--- config.mk ---
export PLATFORM = sky130hd
export DESIGN_NAME = cgntt_ctrl
export DESIGN_NICKNAME = d
export VERILOG_FILES = /design/src/hdl/assert_macros.svh /design/src/hdl/cgntt_pkg.sv /design/src/hdl/cgntt_ctrl.sv
export SDC_FILE = /design/constraint.sdc
export NUM_CORES = 1
export LEC_CHECK = 0
export ABC_AREA = 1
export BUFFER_PORTS_ARGS = -buffer_cell sky130_fd_sc_hd__buf_2
export CAP_MARGIN = 30
export CORE_MARGIN = 2
export CORE_UTILIZATION = 40
export CTS_CLUSTER_SIZE = 8
export DETAILED_ROUTE_END_ITERATION = 10
export GPL_TIMING_DRIVEN = 0
export HOLD_SLACK_MARGIN = 0.08
export PLACE_DENSITY = 0.63
export SYNTH_ARGS = -nofsm -noshare
export SYNTH_HDL_FRONTEND = slang
export SYNTH_SLANG_ARGS = --single-unit
--- constraint.sdc ---
create_clock -name clock -period 1.5 [get_ports clock]
set_input_delay 0.075 -clock clock [delete_from_list [all_inputs] [get_ports clock]]
set_output_delay 0.075 -clock clock [all_outputs]
set_load 0.05 [all_outputs]
--- src/hdl/assert_macros.svh ---
// ----------------------------------------------------------------------------
// Assertion macros
// Concurrent assertion wrappers; empty when SYNTHESIS is defined.
// ----------------------------------------------------------------------------
`ifndef ASSERT_MACROS_SVH
`define ASSERT_MACROS_SVH
`ifndef SYNTHESIS
`define ASSERT_ALWAYS(name, clk, rst, expr) \
   name: assert property (@(posedge clk) disable iff (rst) (expr)) \
      else $error("invariant violated");
`define ASSERT_NEXT(name, clk, rst, ante, cons) \
   name: assert property (@(posedge clk) disable iff (rst) (ante) |=> (cons)) \
      else $error("next-cycle check violated");
`else
`define ASSERT_ALWAYS(name, clk, rst, expr)
`define ASSERT_NEXT(name, clk, rst, ante, cons)
`endif
`endif

--- src/hdl/cgntt_pkg.sv ---
// ----------------------------------------------------------------------------
// Constant geometry NTT package
// Sizes, codes and controller/datapath command types.
// ----------------------------------------------------------------------------
`default_nettype none

package cgntt_pkg;

   localparam int LENGTH         = 256;
   localparam int HALF_LEN       = LENGTH / 2;
   localparam int STAGE_COUNT    = 8;
   localparam int WORD_BITS      = 32;
   localparam int ADDR_BITS      = $clog2(LENGTH);
   localparam int TW_ADDR_BITS   = $clog2(HALF_LEN);
   localparam int STAGE_BITS     = $clog2(STAGE_COUNT);
   localparam int BIT_CNT_BITS   = $clog2(WORD_BITS);
   localparam int ACTION_BITS    = 2;
   localparam int INDEX_BITS     = 8;
   localparam int CSR_INDEX_BITS = 2;
   localparam int VARIANT_BITS   = 2;

   localparam logic [WORD_BITS-1:0] MODULUS_RESET   = WORD_BITS'(12289);
   localparam logic [WORD_BITS-1:0] N_INVERSE_RESET = WORD_BITS'(1);
   localparam logic                 FINAL_IN_SCRATCH = ((STAGE_COUNT % 2) == 1);

   typedef enum logic [ACTION_BITS-1:0] {
      ACT_LOAD_COEF,
      ACT_LOAD_TW,
      ACT_RUN,
      ACT_READ
   } action_type;

   typedef enum logic [CSR_INDEX_BITS-1:0] {
      CSR_MODULUS,
      CSR_N_INVERSE,
      CSR_VARIANT,
      CSR_INVERSE_MODE
   } csr_index_type;

   typedef enum logic [3:0] {
      OP_NONE,
      OP_CAP_IDX,
      OP_RSP_LOAD,
      OP_CAP_UW,
      OP_CAP_U,
      OP_CAP_L,
      OP_RED_U,
      OP_RED_L,
      OP_RED_S,
      OP_MUL_LW,
      OP_MUL_DW,
      OP_MUL_FS,
      OP_ADDSUB_UL,
      OP_ADDSUB_UT
   } dp_op_type;

   typedef enum logic [1:0] {
      WR_LOAD,
      WR_HI,
      WR_LO
   } wr_sel_type;

   typedef enum logic [1:0] {
      DEST_U,
      DEST_L,
      DEST_S,
      DEST_LO
   } unit_dest_type;

   typedef enum logic [4:0] {
      ST_IDLE,
      ST_READ,
      ST_BF_RD_U,
      ST_BF_RD_L,
      ST_BF_CAP_L,
      ST_BF_RED_U,
      ST_BF_WAIT_U,
      ST_BF_RED_L,
      ST_BF_WAIT_L,
      ST_BF_ADDSUB,
      ST_BF_MUL,
      ST_BF_WAIT_M,
      ST_BF_ADDSUB_T,
      ST_BF_WR_HI,
      ST_BF_WR_LO,
      ST_INV_S,
      ST_INV_WAIT_S,
      ST_INV_RD,
      ST_INV_CAP,
      ST_INV_MUL,
      ST_INV_WAIT,
      ST_INV_WR
   } ctrl_state_type;

   typedef struct packed {
      dp_op_type                op;
      logic                     rd_en;
      logic                     rd_scratch;
      logic [ADDR_BITS-1:0]     rd_addr;
      logic                     tw_rd_en;
      logic                     tw_wr_en;
      logic [TW_ADDR_BITS-1:0]  tw_addr;
      logic                     wr_en;
      logic                     wr_scratch;
      logic [ADDR_BITS-1:0]     wr_addr;
      wr_sel_type               wr_sel;
   } dp_cmd_type;

   typedef struct packed {
      logic busy;
      logic rsp_free;
   } dp_status_type;

endpackage

`default_nettype wire

--- src/hdl/cgntt_ctrl.sv ---
// ----------------------------------------------------------------------------
// NTT controller
// Sequences loads, reads, butterfly stages and the final scaling pass.
// ----------------------------------------------------------------------------
`default_nettype none

module cgntt_ctrl (
   input  wire logic                                  clock,
   input  wire logic                                  reset,
   input  wire logic                                  req_valid,
   output logic                                       req_ready,
   input  wire logic [cgntt_pkg::ACTION_BITS-1:0]     req_action,
   input  wire logic [cgntt_pkg::INDEX_BITS-1:0]      req_index,
   input  wire logic [cgntt_pkg::VARIANT_BITS-1:0]    variant,
   input  wire logic                                  inverse_mode,
   input  wire cgntt_pkg::dp_status_type              status,
   output cgntt_pkg::dp_cmd_type                      cmd
);

   localparam int TW = cgntt_pkg::TW_ADDR_BITS;

   function automatic logic [TW-1:0] reverse_tw(input logic [TW-1:0] j);
      logic [TW-1:0] r;
      for (int i = 0; i < TW; i++) begin
         r[i] = j[TW-1-i];
      end
      return r;
   endfunction

   cgntt_pkg::ctrl_state_type                state_ff, state_in;
   logic [cgntt_pkg::STAGE_BITS-1:0]         stage_ff, stage_in;
   logic [cgntt_pkg::ADDR_BITS-1:0]          cnt_ff, cnt_in;
   logic [TW-1:0]                            a_mask_ff, a_mask_in;
   logic [TW-1:0]                            b_mask_ff, b_mask_in;
   logic                                     final_ff, final_in;

   cgntt_pkg::action_type  act;
   logic                   accept;
   logic                   pease, dit, rev;
   logic [TW-1:0]          j;
   logic                   last_j, last_stage, last_entry;
   logic                   fin_group;
   logic [cgntt_pkg::ADDR_BITS-1:0] u_addr, l_addr, hi_addr, lo_addr;
   logic [TW-1:0]          tw_idx;

   assign act        = cgntt_pkg::action_type'(req_action);
   assign req_ready  = (state_ff == cgntt_pkg::ST_IDLE);
   assign accept     = req_valid && req_ready;
   assign pease      = ~variant[1];
   assign dit        = variant[0];
   assign rev        = pease ^ dit;
   assign j          = cnt_ff[TW-1:0];
   assign last_j     = (j == {TW{1'b1}});
   assign last_stage = (stage_ff == cgntt_pkg::STAGE_BITS'(cgntt_pkg::STAGE_COUNT - 1));
   assign last_entry = (cnt_ff == {cgntt_pkg::ADDR_BITS{1'b1}});
   assign u_addr     = pease ? {j, 1'b0} : {1'b0, j};
   assign l_addr     = pease ? {j, 1'b1} : {1'b1, j};
   assign hi_addr    = pease ? {1'b0, j} : {j, 1'b0};
   assign lo_addr    = pease ? {1'b1, j} : {j, 1'b1};
   assign tw_idx     = (rev ? reverse_tw(j) : j) & a_mask_ff;
   assign fin_group  = (state_ff == cgntt_pkg::ST_IDLE) || (state_ff == cgntt_pkg::ST_READ) ||
                       (state_ff == cgntt_pkg::ST_INV_S) || (state_ff == cgntt_pkg::ST_INV_WAIT_S) ||
                       (state_ff == cgntt_pkg::ST_INV_RD) || (state_ff == cgntt_pkg::ST_INV_CAP) ||
                       (state_ff == cgntt_pkg::ST_INV_MUL) || (state_ff == cgntt_pkg::ST_INV_WAIT) ||
                       (state_ff == cgntt_pkg::ST_INV_WR);

   // next state
   always_comb begin
      state_in = state_ff;
      unique case (state_ff)
         cgntt_pkg::ST_IDLE: begin
            if (accept && (act == cgntt_pkg::ACT_RUN)) begin
               state_in = cgntt_pkg::ST_BF_RD_U;
            end else if (accept && (act == cgntt_pkg::ACT_READ)) begin
               state_in = cgntt_pkg::ST_READ;
            end
         end
         cgntt_pkg::ST_READ: begin
            if (status.rsp_free) begin
               state_in = cgntt_pkg::ST_IDLE;
            end
         end
         cgntt_pkg::ST_BF_RD_U:   state_in = cgntt_pkg::ST_BF_RD_L;
         cgntt_pkg::ST_BF_RD_L:   state_in = cgntt_pkg::ST_BF_CAP_L;
         cgntt_pkg::ST_BF_CAP_L:  state_in = cgntt_pkg::ST_BF_RED_U;
         cgntt_pkg::ST_BF_RED_U:  state_in = cgntt_pkg::ST_BF_WAIT_U;
         cgntt_pkg::ST_BF_WAIT_U: begin
            if (!status.busy) begin
               state_in = cgntt_pkg::ST_BF_RED_L;
            end
         end
         cgntt_pkg::ST_BF_RED_L:  state_in = cgntt_pkg::ST_BF_WAIT_L;
         cgntt_pkg::ST_BF_WAIT_L: begin
            if (!status.busy) begin
               state_in = dit ? cgntt_pkg::ST_BF_MUL : cgntt_pkg::ST_BF_ADDSUB;
            end
         end
         cgntt_pkg::ST_BF_ADDSUB: state_in = cgntt_pkg::ST_BF_MUL;
         cgntt_pkg::ST_BF_MUL:    state_in = cgntt_pkg::ST_BF_WAIT_M;
         cgntt_pkg::ST_BF_WAIT_M: begin
            if (!status.busy) begin
               state_in = dit ? cgntt_pkg::ST_BF_ADDSUB_T : cgntt_pkg::ST_BF_WR_HI;
            end
         end
         cgntt_pkg::ST_BF_ADDSUB_T: state_in = cgntt_pkg::ST_BF_WR_HI;
         cgntt_pkg::ST_BF_WR_HI:    state_in = cgntt_pkg::ST_BF_WR_LO;
         cgntt_pkg::ST_BF_WR_LO: begin
            if (last_j && last_stage) begin
               state_in = inverse_mode ? cgntt_pkg::ST_INV_S : cgntt_pkg::ST_IDLE;
            end else begin
               state_in = cgntt_pkg::ST_BF_RD_U;
            end
         end
         cgntt_pkg::ST_INV_S:      state_in = cgntt_pkg::ST_INV_WAIT_S;
         cgntt_pkg::ST_INV_WAIT_S: begin
            if (!status.busy) begin
               state_in = cgntt_pkg::ST_INV_RD;
            end
         end
         cgntt_pkg::ST_INV_RD:  state_in = cgntt_pkg::ST_INV_CAP;
         cgntt_pkg::ST_INV_CAP: state_in = cgntt_pkg::ST_INV_MUL;
         cgntt_pkg::ST_INV_MUL: state_in = cgntt_pkg::ST_INV_WAIT;
         cgntt_pkg::ST_INV_WAIT: begin
            if (!status.busy) begin
               state_in = cgntt_pkg::ST_INV_WR;
            end
         end
         cgntt_pkg::ST_INV_WR: begin
            state_in = last_entry ? cgntt_pkg::ST_IDLE : cgntt_pkg::ST_INV_RD;
         end
         default: state_in = cgntt_pkg::ST_IDLE;
      endcase
   end

   // loop counters and stage masks
   always_comb begin
      stage_in  = stage_ff;
      cnt_in    = cnt_ff;
      a_mask_in = a_mask_ff;
      b_mask_in = b_mask_ff;
      final_in  = final_ff;
      if ((state_ff == cgntt_pkg::ST_IDLE) && accept && (act == cgntt_pkg::ACT_RUN)) begin
         stage_in  = '0;
         cnt_in    = '0;
         a_mask_in = dit ? '0 : {TW{1'b1}};
         b_mask_in = dit ? TW'(cgntt_pkg::LENGTH >> 2) : {TW{1'b1}};
      end else if (state_ff == cgntt_pkg::ST_BF_WR_LO) begin
         if (last_j) begin
            cnt_in = '0;
            if (last_stage) begin
               final_in = cgntt_pkg::FINAL_IN_SCRATCH;
            end else begin
               stage_in = stage_ff + 1'b1;
               if (dit) begin
                  a_mask_in = a_mask_ff | b_mask_ff;
                  b_mask_in = b_mask_ff >> 1;
               end else begin
                  a_mask_in = a_mask_ff << 1;
               end
            end
         end else begin
            cnt_in = cnt_ff + 1'b1;
         end
      end else if (state_ff == cgntt_pkg::ST_INV_WR) begin
         cnt_in = cnt_ff + 1'b1;
      end
   end

   // datapath commands
   always_comb begin
      cmd            = '0;
      cmd.op         = cgntt_pkg::OP_NONE;
      cmd.wr_sel     = cgntt_pkg::WR_LOAD;
      cmd.rd_scratch = fin_group ? final_ff : stage_ff[0];
      unique case (state_ff)
         cgntt_pkg::ST_IDLE: begin
            if (accept) begin
               unique case (act)
                  cgntt_pkg::ACT_LOAD_COEF: begin
                     cmd.wr_en      = 1'b1;
                     cmd.wr_scratch = 1'b0;
                     cmd.wr_addr    = req_index[cgntt_pkg::ADDR_BITS-1:0];
                  end
                  cgntt_pkg::ACT_LOAD_TW: begin
                     cmd.tw_wr_en = 1'b1;
                     cmd.tw_addr  = req_index[TW-1:0];
                  end
                  cgntt_pkg::ACT_RUN: begin
                     cmd.op = cgntt_pkg::OP_NONE;
                  end
                  cgntt_pkg::ACT_READ: begin
                     cmd.op      = cgntt_pkg::OP_CAP_IDX;
                     cmd.rd_en   = 1'b1;
                     cmd.rd_addr = req_index[cgntt_pkg::ADDR_BITS-1:0];
                  end
                  default: cmd.op = cgntt_pkg::OP_NONE;
               endcase
            end
         end
         cgntt_pkg::ST_READ: begin
            if (status.rsp_free) begin
               cmd.op = cgntt_pkg::OP_RSP_LOAD;
            end
         end
         cgntt_pkg::ST_BF_RD_U: begin
            cmd.rd_en    = 1'b1;
            cmd.rd_addr  = u_addr;
            cmd.tw_rd_en = 1'b1;
            cmd.tw_addr  = tw_idx;
         end
         cgntt_pkg::ST_BF_RD_L: begin
            cmd.op      = cgntt_pkg::OP_CAP_UW;
            cmd.rd_en   = 1'b1;
            cmd.rd_addr = l_addr;
         end
         cgntt_pkg::ST_BF_CAP_L:    cmd.op = cgntt_pkg::OP_CAP_L;
         cgntt_pkg::ST_BF_RED_U:    cmd.op = cgntt_pkg::OP_RED_U;
         cgntt_pkg::ST_BF_RED_L:    cmd.op = cgntt_pkg::OP_RED_L;
         cgntt_pkg::ST_BF_ADDSUB:   cmd.op = cgntt_pkg::OP_ADDSUB_UL;
         cgntt_pkg::ST_BF_MUL:      cmd.op = dit ? cgntt_pkg::OP_MUL_LW : cgntt_pkg::OP_MUL_DW;
         cgntt_pkg::ST_BF_ADDSUB_T: cmd.op = cgntt_pkg::OP_ADDSUB_UT;
         cgntt_pkg::ST_BF_WR_HI: begin
            cmd.wr_en      = 1'b1;
            cmd.wr_scratch = ~stage_ff[0];
            cmd.wr_addr    = hi_addr;
            cmd.wr_sel     = cgntt_pkg::WR_HI;
         end
         cgntt_pkg::ST_BF_WR_LO: begin
            cmd.wr_en      = 1'b1;
            cmd.wr_scratch = ~stage_ff[0];
            cmd.wr_addr    = lo_addr;
            cmd.wr_sel     = cgntt_pkg::WR_LO;
         end
         cgntt_pkg::ST_INV_S: cmd.op = cgntt_pkg::OP_RED_S;
         cgntt_pkg::ST_INV_RD: begin
            cmd.rd_en   = 1'b1;
            cmd.rd_addr = cnt_ff;
         end
         cgntt_pkg::ST_INV_CAP: cmd.op = cgntt_pkg::OP_CAP_U;
         cgntt_pkg::ST_INV_MUL: cmd.op = cgntt_pkg::OP_MUL_FS;
         cgntt_pkg::ST_INV_WR: begin
            cmd.wr_en      = 1'b1;
            cmd.wr_scratch = final_ff;
            cmd.wr_addr    = cnt_ff;
            cmd.wr_sel     = cgntt_pkg::WR_LO;
         end
         default: cmd.op = cgntt_pkg::OP_NONE;
      endcase
   end

   always_ff @(posedge clock) begin
      if (reset) begin
         state_ff  <= cgntt_pkg::ST_IDLE;
         stage_ff  <= '0;
         cnt_ff    <= '0;
         a_mask_ff <= '0;
         b_mask_ff <= '0;
         final_ff  <= 1'b0;
      end else begin
         state_ff  <= state_in;
         stage_ff  <= stage_in;
         cnt_ff    <= cnt_in;
         a_mask_ff <= a_mask_in;
         b_mask_ff <= b_mask_in;
         final_ff  <= final_in;
      end
   end

endmodule

`default_nettype wire

* Word level (Yosys, flattened, before mapping) *
Cells that the tools add are included.

operators by class
  $add $sub $neg = 2
  bitwise operators = 6
  mux-type cells = 53
  equal/unequal tests = 35
  reductions and logical operators = 27

operators with widths
  cell                 count
  $pmux 5 s22          1
  $mux 7               12
  $mux 8               10
  $mux 5               10
  $pmux 4 s12          1
  $eq 5x4->1 const B   8
  $pmux 10 s4          1
  $pmux 8 s4           1
  $eq 5x5->1 const B   6
  $eq 5x3->1 const B   4
  $mux 18              1
  $pmux 7 s2           1
  $ne 2x2->1 const B   6
  $eq 5x2->1 const B   2
  $mux 10              1
  $add 8x1->8 const B  1
  $eq 8x8->1 const B   1
  $logic_or 1x1->1     8
  $mux 4               2
  $reduce_bool 2->1    4
  $and 7x7->7          1
  $eq 7x7->1 const B   1
  $or 7x7->7           1
  $reduce_and 7->1     1
  21 further kinds     38

word-level totals
  register bits after elaboration = 30
  input port bits = 18
  word-level logic and storage cells = 128
  output and inout port bits = 36

* Logic depth before layout (Yosys ltp) *
  depth in word-level cells = 10
  depth in mapped cells = 13
  mapped depth without buffers = 11

* Worst setup path before layout *
OpenSTA, ideal clock, no wires.

  path type = register to output
  start point = register state_ff[1]
  end point = output cmd[12] (netlist bit)
  path buffers = 2
  data arrival time = 2.540 ns
  slack = -1.115 ns
  stages on the path, launching flop included = 8
  cells stage by stage = dfxtp_1 > buf_4 > nor2_4 > buf_4 > nand4_2 > nor3_2 > inv_1 > o21ai_1

RTL lines
  item                    line               source
  from (decl)             cgntt_ctrl.sv:30   cgntt_pkg::ctrl_state_type state_ff, state_in;
  from (signal assigned)  cgntt_ctrl.sv:253  state_ff <= cgntt_pkg::ST_IDLE;
  from (signal assigned)  cgntt_ctrl.sv:260  state_ff <= state_in;
  to (decl)               cgntt_ctrl.sv:17   output cgntt_pkg::dp_cmd_type cmd

==> flow_summary.ini <==
[critical_path]
ff2ff_path_depth = 11
startpoint_type = flip-flop
crit_required_ps = 1420
cp-end-kind = output port
r2r-end = a_mask_ff[6]
arrival_ps = 1910
worstReg2RegStart = state_ff[3]
critPathKind = flip-flop to output port
rrSetupSlack_ps = -310
cp_max_fo = 6

[placed_design]
place_congestion = 0.926
place_ws_ps = -516
placedCellCount = 575
hpwl_um = 7450
portBuffers = 53

[route]
wl_per_cell_um = 19.1
finalWirelength_um = 12600
vias = 3838
route.antenna.remaining_nets = 0
drc = 0
vias_per_cell = 5.81
firstDrtPassIters = 5
drt_first_iter_violations = 275

[clock_tree]
path_clk_slew_ps = 60
cts-buffers-inserted = 5
clk_latency_ps = 280
cts.path.max_buffers = 2
cts_sinks = 30
cts_tree = built
h-tree-depth = 2
cts-root-buf = clkbuf_8

[global_routing]
use_met3_pct = 3.14
grt-busiest-layer = met2
antenna_found_initial = 0
grtUsageMet1_pct = 39.2
grt_first_pass_wirelength_um = 17000
grt_start_max_net_pins = 11
grt_overflow = 0
grt_pass1_vias = 3421
use_met2_pct = 47.4
grt_usage_pct = 28.7

[synthesis]
yosysMostFrequentCell = nand2_1
yosys.area.top_type = dfxtp_1
netlist_top_cells_count = 103 x nand2_1, 67 x nor2_1, 49 x inv_1
synthSimpleGateAreaFrac_pct = 46.1
syn_avg_cell_area_sq_um = 6.14
synth_top_area_share_pct = 22.1
ys_types = 42
syn_nets = 463
synthMuxAreaShare_pct = 0
synth_adder_area_share_pct = 1.38
synth_top_family_by_area = simple AND/OR/NAND/NOR gates
synth_xor_area_share_pct = 0.969
synth_area_leaders = dfxtp_1 22%, nand2_1 14%, nor2_1 9.3%
synthCells = 442
ys_seq_area_share_pct = 22.1
synth-edff-count = 0
ys_warn_count = 0
synthFlopType = dfxtp_1
synth_seq_cells = 30
ys_async_sr_fraction_pct = 0
syn-cell-area_sq_mm = 0.00271
synth-compound-area-share_pct = 18.1

[cells_and_area]
drive_gt1_share_pct = 54.6
final_util_pct = 78.1
diodes = 0
area_delta_synth_final_pct = 92.4
final_cells = 661
nNetsFinal = 603

[sta]
slew_headroom_pct = 52.2
clock.fmax_mhz = 504
hold_violations = 0
worst_slack_ps = -486
min_period_over_period_pct = 132
layout_min_cycle_time_ps = 1990
setup_viol = 65
tightest_slew_ps = 716
skew_ps = 3.60
rsz0062_at_grt = yes
slew_violations = 0
finalSetupTns_ps = -17100

[run_status]
violations = negative setup slack
status = finished with violations

[floorplan]
die_y_um = 86.4
die_area_sq_mm = 0.00746
ioPinCount = 54
core_area_sq_mm = 0.00668
rows = 30
dieWidth_um = 86.4
initial_core_util_pct = 40.6

[power]
powerDensity_mw_per_mm2 = 966
vdd_drop_max_mv = 0.511
leakage_nw = 2.21

[hold_path]
hold-path-endpoint = state_ff[3]
hp-start = inverse_mode
min_path_type = input pin to flip-flop
holdPathStages = 5

[flow_run]
drv_cap = 0
==> sequential cells by signal, indices dropped and copies added (netlist names) <==
| register | flops |
|---|---|
| cnt_ff | 8 |
| stage_ff | 3 |
| a_mask_ff | 7 |
| b_mask_ff | 7 |
| state_ff | 5 |
==> cell type report <==
cell class / count / area (sq um)
Inverter: 57 / 269
Buffer: 11 / 95.1
Sequential cell: 30 / 626
Timing Repair Buffer: 135 / 1320
Tap cell: 80 / 100
Fill cell: 432 / 1460
Multi-Input combinational cell: 342 / 2730
Clock buffer: 6 / 82.6
==> cells by family (layout without fill, tap and decap cells) <==
family          count (synthesis)  in the layout
flops                          30             30
xor+xnor                        3              3
compound gates                 80             80
simple gates                  256            256
fa+ha+maj                       3              3
buf+inv                        70            209
==> per-stage QoR <==
stage	instance area [sq um]	power, mW	hold slack (ps)
floorplan	3190	2.50	137
global placement	3550	2.93	356
detailed placement	3550	2.94	359
CTS	4510	4.35	223
global route	5220	5.25	266
finish	5220	5.04	224
==> timing repair <==
action / 4_1_cts / 5_1_grt
gates cloned: 0 / 1
pin swaps: 28 / 44
hold buffers: 1 / 0
gates resized for setup: 153 / 122
endpoints found under the hold margin: 2 / 0
setup endpoints to repair: 66 / 65
setup buffers: 46 / 38
==> how the worst max path moves through the flow <==
| stage | end | from | depth (start not counted) |
|---|---|---|---|
| final | cmd[3] | state_ff[4] | 10 |
| after global routing | cmd[24] | state_ff[3] | 8 |
| after CTS | cmd[24] | state_ff[2] | 9 |
| after detailed placement | cmd[24] | state_ff[3] | 8 |
| after global placement | cmd[24] | state_ff[3] | 8 |
| after floorplan | cmd[12] | state_ff[1] | 7 |
==> metal layers <==
metal	share of wire, %	wire, um
met1	40	5110
met3	6.4	813
met5	0	0
met2	49	6150
met4	4.4	559
==> power by group <==
part / switching, mW / internal [mW] / total (mW) / leakage [nW]
sequential: 0.113 / 0.872 / 0.985 / 0.249
combinational: 1.98 / 1.43 / 3.41 / 1.91
clock: 0.292 / 0.353 / 0.645 / 0.0431
total: 2.39 / 2.65 / 5.04 / 2.21
==> worst max-delay path, cell delays in order, from the launching register on <==
cell and delay [ps]:
dfxtp_2 350, buf_12 130, clkinv_8 70, buf_8 130, nand3_4 100, clkinvlp_4 130, nor2_4 240, inv_2 100
nand3_2 100, o221ai_4 110, buf_6 180
==> layout by cell type, fill, tap and decap left out, types with 5 or more instances in the layout <==
master,n
nand3_4,14
nand4_1,7
nand3_1,29
inv_1,34
dfxtp_4,5
nand2_2,18
nor2_2,10
clkbuf_8,6
nor2_1,46
buf_2,17
nand2_1,76
a21oi_1,13
o221ai_4,11
dfxtp_2,5
nand2_4,10
o21ai_2,11
dfxtp_1,20
buf_12,7
buf_6,55
o21ai_0,14
clkbuf_1,5
o21ai_4,5
a21oi_2,5
nor2_4,25
inv_2,11
inv_4,5
buf_4,50
o21ai_1,6
buf_8,11
Note: power is estimated with default switching activity, not from simulation.
